File: config.mk
export PLATFORM = sky130hd
export DESIGN_NAME = ttl_lfu_cell
export DESIGN_NICKNAME = d
export VERILOG_FILES = /design/src/rtl/core/assert_macros.svh /design/src/rtl/core/ttl_lfu_pkg.sv /design/src/rtl/core/ttl_lfu_cell.sv
export SDC_FILE = /design/constraint.sdc
export NUM_CORES = 1
export LEC_CHECK = 0
export BUFFER_PORTS_ARGS = -buffer_cell sky130_fd_sc_hd__buf_4
export CAP_MARGIN = 20
export CORE_AREA = 2 2 185 187
export CTS_CLUSTER_SIZE = 24
export DETAILED_ROUTE_END_ITERATION = 12
export DIE_AREA = 0 0 187 189
export HOLD_SLACK_MARGIN = 0.02
export PLACE_DENSITY = 0.53
export SLEW_MARGIN = 0
export SYNTH_ARGS = -nofsm -noshare
export SYNTH_HDL_FRONTEND = slang
export SYNTH_SLANG_ARGS = --single-unit
File: constraint.sdc
create_clock -name i_clk -period 0.8 [get_ports i_clk]
set_input_delay 0.12 -clock i_clk [delete_from_list [all_inputs] [get_ports i_clk]]
set_output_delay 0.12 -clock i_clk [all_outputs]
set_load 0.005 [all_outputs]
File: src/rtl/core/assert_macros.svh
// ----------------------------------------------------------------------------
// Assertion macros
// Shared concurrent assertion macros for the lookup cache RTL.
// ----------------------------------------------------------------------------
`ifndef ASSERT_MACROS_SVH
`define ASSERT_MACROS_SVH
`ifndef SYNTHESIS
`define TTL_ASSERT(label, clk, rst_n, prop) \
    label: assert property (@(posedge clk) disable iff (!rst_n) (prop)) \
        else $error("lookup cache assertion failed");
`define TTL_ASSERT_NEXT(label, clk, rst_n, ante, cons) \
    label: assert property (@(posedge clk) disable iff (!rst_n) (ante) |=> (cons)) \
        else $error("lookup cache assertion failed");
`else
`define TTL_ASSERT(label, clk, rst_n, prop)
`define TTL_ASSERT_NEXT(label, clk, rst_n, ante, cons)
`endif
`endif

File: src/rtl/core/ttl_lfu_pkg.sv
// ----------------------------------------------------------------------------
// ttl_lfu_pkg
// Types, constants and helpers shared by the lookup cache and its cells.
// ----------------------------------------------------------------------------
package ttl_lfu_pkg;

    localparam int DEPTH_DEF = 64;
    localparam int EL_W      = 7;
    localparam int ML_W      = 12;
    localparam int CFG_W     = 12;
    localparam int MIB_SHIFT = 20;
    localparam int CMP_W     = 40;
    localparam int USED_OUT_W = 23;
    localparam logic [EL_W-1:0] EL_RESET = 7'd64;
    localparam logic [ML_W-1:0] ML_RESET = 12'd4095;

    localparam logic [2:0] OP_PUT    = 3'd0;
    localparam logic [2:0] OP_GET    = 3'd1;
    localparam logic [2:0] OP_REMOVE = 3'd2;
    localparam logic [2:0] OP_CLEAR  = 3'd3;
    localparam logic [2:0] OP_TICK   = 3'd4;
    localparam logic [2:0] OP_SWEEP  = 3'd5;
    localparam logic [2:0] OP_STATS  = 3'd6;
    localparam logic [2:0] OP_NOP    = 3'd7;

    localparam logic CFG_ENTRY_LIMIT = 1'b0;
    localparam logic CFG_MEM_LIMIT   = 1'b1;

    typedef struct packed {
        logic [63:0] key;
        logic [15:0] typ;
        logic [31:0] ref_h;
        logic [7:0]  cnt;
        logic [15:0] size;
        logic [31:0] hits;
        logic [31:0] order;
        logic [31:0] expiry;
    } t_payload;

    typedef struct packed {
        logic     valid;
        t_payload data;
    } t_slot;

    function automatic logic [31:0] sat_inc32(input logic [31:0] v);
        sat_inc32 = (v == 32'hFFFF_FFFF) ? v : v + 32'd1;
    endfunction

endpackage

File: src/rtl/core/ttl_lfu_cell.sv
// ----------------------------------------------------------------------------
// ttl_lfu_cell
// One slot of the rotating table: takes its neighbour's entry on each shift.
// ----------------------------------------------------------------------------
module ttl_lfu_cell (
    input  logic                 i_clk,
    input  logic                 i_rst_n,
    input  logic                 i_shift,
    input  logic                 i_clear,
    input  ttl_lfu_pkg::t_slot   i_slot,
    output ttl_lfu_pkg::t_slot   o_slot
);

    logic                  r_valid;
    ttl_lfu_pkg::t_payload r_data;

    always_ff @(posedge i_clk) begin
        if (!i_rst_n) begin
            r_valid <= 1'b0;
        end else if (i_clear) begin
            r_valid <= 1'b0;
        end else if (i_shift) begin
            r_valid <= i_slot.valid;
        end
    end

    always_ff @(posedge i_clk) begin
        if (i_shift) begin
            r_data <= i_slot.data;
        end
    end

    assign o_slot = '{valid: r_valid, data: r_data};

endmodule

== Yosys cells after proc, flatten, opt, wreduce, memory -nomap -nowiden ==
Index checks and enable logic that the tools add are counted.

* Register bits: 233
* Bits of input ports: 237
* Output and inout bits: 233
* Logic and storage cells: 11

* Bitwise operators: 1
* Reductions and logical operators: 1

{| class="wikitable"
|+ Operators by type and width
! cell !! count
|-
| $reduce_or 2->1 || 1
|-
| $not 1->1 || 1
|}

== Depth between registers and ports, before layout ==
Gate-level depths: netlist of the first run.

* Depth in word-level cells: 2
* Gate-level depth with buffers: 2
* Mapped depth without buffers: 2

== Worst setup path after synthesis of the first run ==
No wires, ideal clock.

* Kind: reg2reg
* From: reg, netlist name r_valid
* To: reg r_valid
* Library setup time: 0.119 ns
* Data arrival time: 0.482 ns
* Data required time: 0.681 ns
* Setup slack: 0.199 ns
* Cell stages (with the launch flop): 3
* Path buffers: 0
* Period minus slack after synthesis: 0.601 ns
* Cells stage by stage: dfxtp_1 > mux2i_1 > nor3b_2

{| class="wikitable"
|+ RTL lines
! element !! line !! source
|-
| end signal, assigned || ttl_lfu_cell.sv:23 || <nowiki>r_valid <= i_slot.valid;</nowiki>
|-
| end, declared || ttl_lfu_cell.sv:14 || <nowiki>logic r_valid;</nowiki>
|}

== Final worst setup path of the first run ==
* From: reg r_data, in the netlist o_slot[23]
* To: out o_slot[23] in the netlist's numbering

{| class="wikitable"
|+ RTL lines
! element !! line !! source
|-
| start, declared || ttl_lfu_cell.sv:15 || <nowiki>ttl_lfu_pkg::t_payload r_data;</nowiki>
|-
| start signal, assigned || ttl_lfu_cell.sv:29 || <nowiki>r_data <= i_slot.data;</nowiki>
|-
| end, declared || ttl_lfu_cell.sv:11 || <nowiki>output ttl_lfu_pkg::t_slot o_slot</nowiki>
|}

No word-level cell between the ends.

==> impl_results.md, run 1 <==
* CP arrival at around 1.2 ns
* Power density over the cells at around 2000 mW/mm^2
* Dpl cells at 1169
* Grt peak-use layer: met2
* Worst min-delay path category: in2reg
* CP Buf/Inv Count at 1
* Critical Path End Type: output pin
* Clk pin slew, worst setup/hold paths at about 0.06 ns
* CP max stage delay at roughly 0.5 ns
* Overflow after GRT at 0
* Most common cell after layout, fill and taps aside: buf_4
* Max VDD drop at 0.001435 V
* Crit-path max FO at 1
* PortBufs at 469
* Worst skew pair latency at 0.52 ns
* Worst R2R Path Depth at 2
* Max-cap violations at 0
* Tightest Pin Transition at 0.2512 ns
* Required @ worst endpoint at approximately 0.68 ns
* Post-Route WL at between 20000 and 25000 um
* CP max-delay cell: edfxtp_1
* Most frequent cells in the layout: buf_4, dlygate4sd3_1, edfxtp_1, buf_6, clkbuf_16
* Initial antenna violation count at 0
* Root Driver: clkbuf_16
* P_leak at 6.137 nW
* Clock Skews at 0 ns
* Wirelength per Cell at between 15 and 20 um
* Non-filler cells, final at approximately 1.4k
* Design Power at roughly 30 mW
* 1st-pass router iterations at 4
* Clock Path Buffers at 3
* Most area-consuming cells after synthesis: edfxtp_1, dfxtp_1, nor3b_2
* Status: complete, but fails checks
* Setup TNS at -82.91 ns
* Unique cell type count in the Yosys netlist at 5
* Reg area at between 0.006 and 0.007 sq mm
* GRT met2 Usage at 23.42%
* Global-route usage over all layers at ~13%
* Part of the cycle the worst path needs at 163.3%
* Die Height at about 190 um
* Share of cells above drive strength 1 at 52.05%
* Die Footprint at 0.03534 sq mm
* Largest net degree at the start of global routing at 29
* CTS Sinks at around 230
* Final Cell Area at ~0.015 sq mm
* Area leader, netlist: edfxtp_1
* RR Endpoint: r_valid$_SDFFE_PP0P_
* RD Place Congestion at 0.7691
* Synthesized cell area at around 0.007 sq mm
* Critical path depth at 1
* Slew HR at 83.26%
* Mapped Cells at 236
* Layout area overhead at 111.0%
* End point of the critical path: o_slot[23]
* Fin. max-slew vios at 0
* Final setup vio count at about 230
* Post-Syn Area per Cell at between 20 and 30 sq um
* Number of synthesized register bits at roughly 230
* Hold Violations, Final at 0
* Initial DRC count at between 100 and 150
* Initial core utilization at a little over a fifth
* Peak Freq at 0.7657 GHz
* GRT met3 Usage at ~4.7%
* Final Critical Period at 1.306 ns
* Vias in the first global route at ~6.0k
* First-pass GRT wire length at 34580 um
* Crit path cell chain: buf_6
* RSZ-0062 raised after global routing: true
* Multi-input gate area at 22.52 sq um
* Drt via density at 3.687
* Row Count at 67
* Post-synth top area share at about 99%
* CP startpoint: o_slot[23]$_DFFE_PP_
* Number of remaining DRC errors at 0
* Post-DP Area at ~0.011 sq mm
* Inserted Clock Buffers at 26
* Htree depth at 1
* Worst Setup Start Kind: register
* Reg2reg start: r_valid$_SDFFE_PP0P_
* Final Net Count at ~1.2k
* Flop-to-flop setup slack at roughly 0.09 ns
* Final worst slack at -0.5060 ns
* Hold Path Depth at 3
* Yosys warns at 0
* Met1 Track Usage GR at between 10% and 20%
* Via count at roughly 5.3k
* CORE AREA at ~0.033 sq mm
* Detail Placement HPWL at about 17000 um
* CP top delay family: flip-flops
* DRT antenna net count at 0
* Failing checks: setup timing
* Final Util at between 40% and 50%
* Ant. Diodes at 0
* Syn_nets at between 400 and 500
* CTS tree: done
* Fill count at about 2.9k
* Die X at 187 um
* IO Pins at between 400 and 500
* Register area share after synthesis at about 100%
* Worst setup path class: reg2out
-- how the worst min path moves through the flow --
stage | from | endpoint
6_report | i_shift | r_valid$_SDFFE_PP0P_
5_1_grt | i_shift | o_slot[26]$_DFFE_PP_
4_1_cts | i_shift | r_valid$_SDFFE_PP0P_
3_5_place_dp | i_slot[86] | o_slot[86]$_DFFE_PP_
3_3_place_gp | i_slot[105] | o_slot[105]$_DFFE_PP_
2_1_floorplan | i_clear | r_valid$_SDFFE_PP0P_
-- per-layer routing --
metal / vias to the layer above / share of wire [%]
met1: 2513 / 35
li1: 2461 / -
met2: 315 / 52
met5: - / 0
met4: 0 / 3.4
met3: 46 / 9.1
-- cells in the mapped netlist --
library cell,count
mux2i_1,1
edfxtp_1,232
nor3b_2,1
buf_4,1
dfxtp_1,1
-- stage by stage --
| stage | setup WS, ns | hold WS, ns |
|---|---|---|
| floorplan | 0.1993 | 0.1895 |
| global route | -0.5520 | 0.07918 |
| finish | -0.5060 | 0.08033 |
| global placement | -0.1517 | 0.2978 |
| detailed placement | -0.1560 | 0.2993 |
| CTS | -0.5518 | 0.04919 |
-- report_power, final --
group	switching, mW	total [mW]	internal, mW
clock	4.51	10.9	6.41
sequential	0.376	14.9	14.5
combinational	1.26	4.10	2.85
total	6.15	29.9	23.8
-- state kept, by name, summed over array words and instances, names as in the netlist --
register,flops
o_slot,232
r_valid,1
-- timing repair --
action,4_1_cts,5_1_grt
resized for setup,47,53
hold buffers,236,0
setup endpoints to repair,233,233
hold endpoints to repair,235,0
buffers inserted,0,0
-- layout make-up --
cell class	instances	area share, %
Clock buffer	34	4.742
Clock inverter	8	0.4395
Tap cell	448	3.787
Timing Repair Buffer	722	43.67
Multi-Input combinational cell	2	0.1521
Sequential cell	233	47.21
-- cells by family after synthesis --
logic type | Yosys count | share of synthesized area (%)
buf+inv | 1 | 0.1070
flops | 233 | 99.57
simple gates | 1 | 0.1783
mux | 1 | 0.1427
Note: power is estimated with default switching activity, not from simulation.
==> run 2: changes to the inputs <==
--- a/config.mk
+++ b/config.mk
@@ -7,12 +7,15 @@
 export LEC_CHECK = 0
 export BUFFER_PORTS_ARGS = -buffer_cell sky130_fd_sc_hd__buf_4
 export CAP_MARGIN = 20
-export CORE_AREA = 2 2 185 187
+export CELL_PAD_IN_SITES_DETAIL_PLACEMENT = 0
+export CELL_PAD_IN_SITES_GLOBAL_PLACEMENT = 1
+export CORE_AREA = 2 2 183 185
 export CTS_CLUSTER_SIZE = 24
 export DETAILED_ROUTE_END_ITERATION = 12
-export DIE_AREA = 0 0 187 189
+export DIE_AREA = 0 0 185 187
+export GPL_TIMING_DRIVEN = 0
 export HOLD_SLACK_MARGIN = 0.02
-export PLACE_DENSITY = 0.53
+export PLACE_DENSITY = 0.63
 export SLEW_MARGIN = 0
 export SYNTH_ARGS = -nofsm -noshare
 export SYNTH_HDL_FRONTEND = slang
==> run 2 against run 1 <==
Against the previous run: the flow still finishes with violations (setup timing); non-clock buffer count is 15 lower; register-to-register slack better by 0.02 ns; flip-flop and latch count is the same; clock power increased by 5%; combinational power hardly changed; clock skew unchanged; critical endpoint is now o_slot[148]; largest cell class unchanged.
==> impl_results.md, run 2 (synthesis gave the netlist of run 1 again) <==
* Wirelength per Cell at 17.08 um (+3.2%)
* Dpl cells at 1154 (-1.3%)
* Drt via density at 3.691 (+0.10%)
* Reg power frac at 49.0% (-0.8 points)
* IO Pins at 470 (unchanged)
* 1st-pass router iterations at 4 (unchanged)
* Most frequent cells in the layout: buf_4, dlygate4sd3_1, edfxtp_1, buf_6, clkbuf_16
* Initial antenna violation count at 1 (+1)
* Failing checks: setup timing
* Net Sw Frac at 20.78% (+0.23 points)
* CP max stage delay at 0.48 ns (about the same)
* Clock Path Buffers at 3 (unchanged)
* Logic gate share of total power at 13.5% (-0.2 points)
* Most common cell after layout, fill and taps aside: buf_4
* Initial core utilization at 21.35% (+0.27 points)
* Crit path cell chain: buf_6
* P_leak at 6.125 nW (-0.20%)
* Post-Route WL at 24520 um (+2.5%)
* Via count at 5300 (-0.66%)
* Fin. max-slew vios at 0 (unchanged)
* Number of remaining DRC errors at 0 (unchanged)
* Die X at 185 um (-1.1%)
* Peak Freq at 0.7721 GHz (+0.84%)
* RSZ-0062 raised after global routing: true
* Worst Setup Start Kind: register
* Worst min-delay path category: in2reg
* Max VDD drop at 0.001638 V (+14%)
* Largest net degree at the start of global routing at 61 (+110%)
* Ant. Diodes at 0 (unchanged)
* DRT antenna net count at 0 (unchanged)
* Layout area overhead at 111.1% (about the same)
* Clock power share at 37.5% (+1.0 points)
* Root Driver: clkbuf_16
* Post-CTS Setup Inserts at 0 (unchanged)
* Clk pin slew, worst setup/hold paths at 0.06 ns (about the same)
* Die Height at 187 um (-1.1%)
* Die Footprint at 0.03460 sq mm (-2.1%)
* Row Count at 67 (unchanged)
* Non-filler cells, final at 1436 (-0.76%)
* Setup TNS at -83.06 ns (-0.1477 ns)
* CORE AREA at 0.03286 sq mm (-1.3%)
* Final setup vio count at 233 (unchanged)
* Detail Placement HPWL at 16170 um (-6.5%)
* CP Buf/Inv Count at 1 (unchanged)
* Crit-path max FO at 1 (unchanged)
* CTS tree: done
* Inserted Clock Buffers at 27 (+3.8%)
* Flop-to-flop setup slack at 0.11 ns (+0.02 ns)
* Critical Path End Type: output pin
* CP arrival at 1.18 ns (about the same)
* Required @ worst endpoint at 0.68 ns (about the same)
* Max-cap violations at 0 (unchanged)
* Worst skew pair latency at 0.52 ns (about the same)
* Tightest Pin Transition at 0.3723 ns (+0.1211 ns)
* Clock Skews at 0 ns (unchanged)
* Psw at 6.332 mW (+3.0%)
* Final Net Count at 1208 (-1.1%)
* Share of cells above drive strength 1 at 51.32% (-0.74 points)
* Worst setup path class: reg2out
* CP max-delay cell: edfxtp_1
* Overflow after GRT at 0 (unchanged)
* Max reg flops at 232 (unchanged)
* Internal at 24.14 mW (+1.5%)
* Status: complete, but fails checks
* First-pass GRT wire length at 34710 um (+0.38%)
* Slew HR at 75.18% (-8.1 points)
* Initial DRC count at 165 (+47%)
* Power density over the cells at 2058 mW/mm^2 (+1.8%)
* Design Power at 30.48 mW (+1.9%)
* Global-route usage over all layers at 13.41% (+0.55 points)
* PortBufs at 469 (unchanged)
* CP top delay family: flip-flops
* RD Place Congestion at 0.7354 (-4.4%)
* Htree depth at 1 (unchanged)
* Final worst slack at -0.4951 ns (+0.01092 ns)
* Final Critical Period at 1.295 ns (-0.01092 ns)
* Part of the cycle the worst path needs at 161.9% (-1.4 points)
* CTS Sinks at 233 (unchanged)
* Hold Violations, Final at 0 (unchanged)
* Vias in the first global route at 5891 (-1.7%)
-- run 2: timing repair --
action | 4_1_cts | 5_1_grt
endpoints found under the setup margin | 352 | 233
gates resized for setup | 60 | 62
endpoints found under the hold margin | 236 | 0
gates cloned | 2 | 0
hold buffers | 235 | 0
-- run 2: worst reg2reg max path, cell delays in order (launching register included) --
cell	delay, ns
dfxtp_2	0.32
mux2i_1	0.18
nor3b_2	0.07
-- run 2: through the flow --
stage	hold WS [ns]	util [%]	worst slack (ns)	area, sq um
detailed placement	0.2903	33.88	-0.9623	11130
global placement	0.2892	33.77	-2.086	11100
floorplan	0.1895	-	0.1993	7017
global route	0.02242	45.07	-0.5438	14810
CTS	0.01913	44.36	-0.5304	14580
finish	0.03848	45.07	-0.4951	14810
-- run 2: area by class of cell --
type,count,area [sq um]
Clock inverter,13,110.1
Multi-Input combinational cell,2,22.52
Tap cell,448,560.5
Fill cell,2894,18050
Sequential cell,233,6988
Timing Repair Buffer,707,6432
Clock buffer,33,698.2
-- run 2: worst paths after layout --
check | depth (start not counted) | from | to
setup / recovery | 1 | o_slot[148]$_DFFE_PP_ | o_slot[148]
hold / removal | 1 | i_shift | o_slot[183]$_DFFE_PP_
setup reg to reg | 2 | r_valid$_SDFFE_PP0P_ | r_valid$_SDFFE_PP0P_
hold reg to reg | 2 | r_valid$_SDFFE_PP0P_ | r_valid$_SDFFE_PP0P_
-- run 2: layer usage --
| metal | wire (um) | up-vias | part of all wire [%] | GRT usage [%] |
|---|---|---|---|---|
| met2 | 13030 | 266 | 53 | 24.86 |
| met4 | 555 | 2 | 2.3 | 3.602 |
| li1 | - | 2440 | - | - |
| met5 | 11 | - | 0.045 | 0 |
| met3 | 2078 | 45 | 8.5 | 4.459 |
| met1 | 8851 | 2547 | 36 | 14.43 |
-- run 2: power by group through the flow --
stage	combinational (mW)	sequential, mW	clock [mW]
after floorplan	0.00807	15.1	0
after global routing	4.36	15.0	12.4
final	4.12	14.9	11.4
after CTS	3.99	14.9	11.8
after detailed placement	2.83	15.1	0
after global placement	2.79	15.1	0
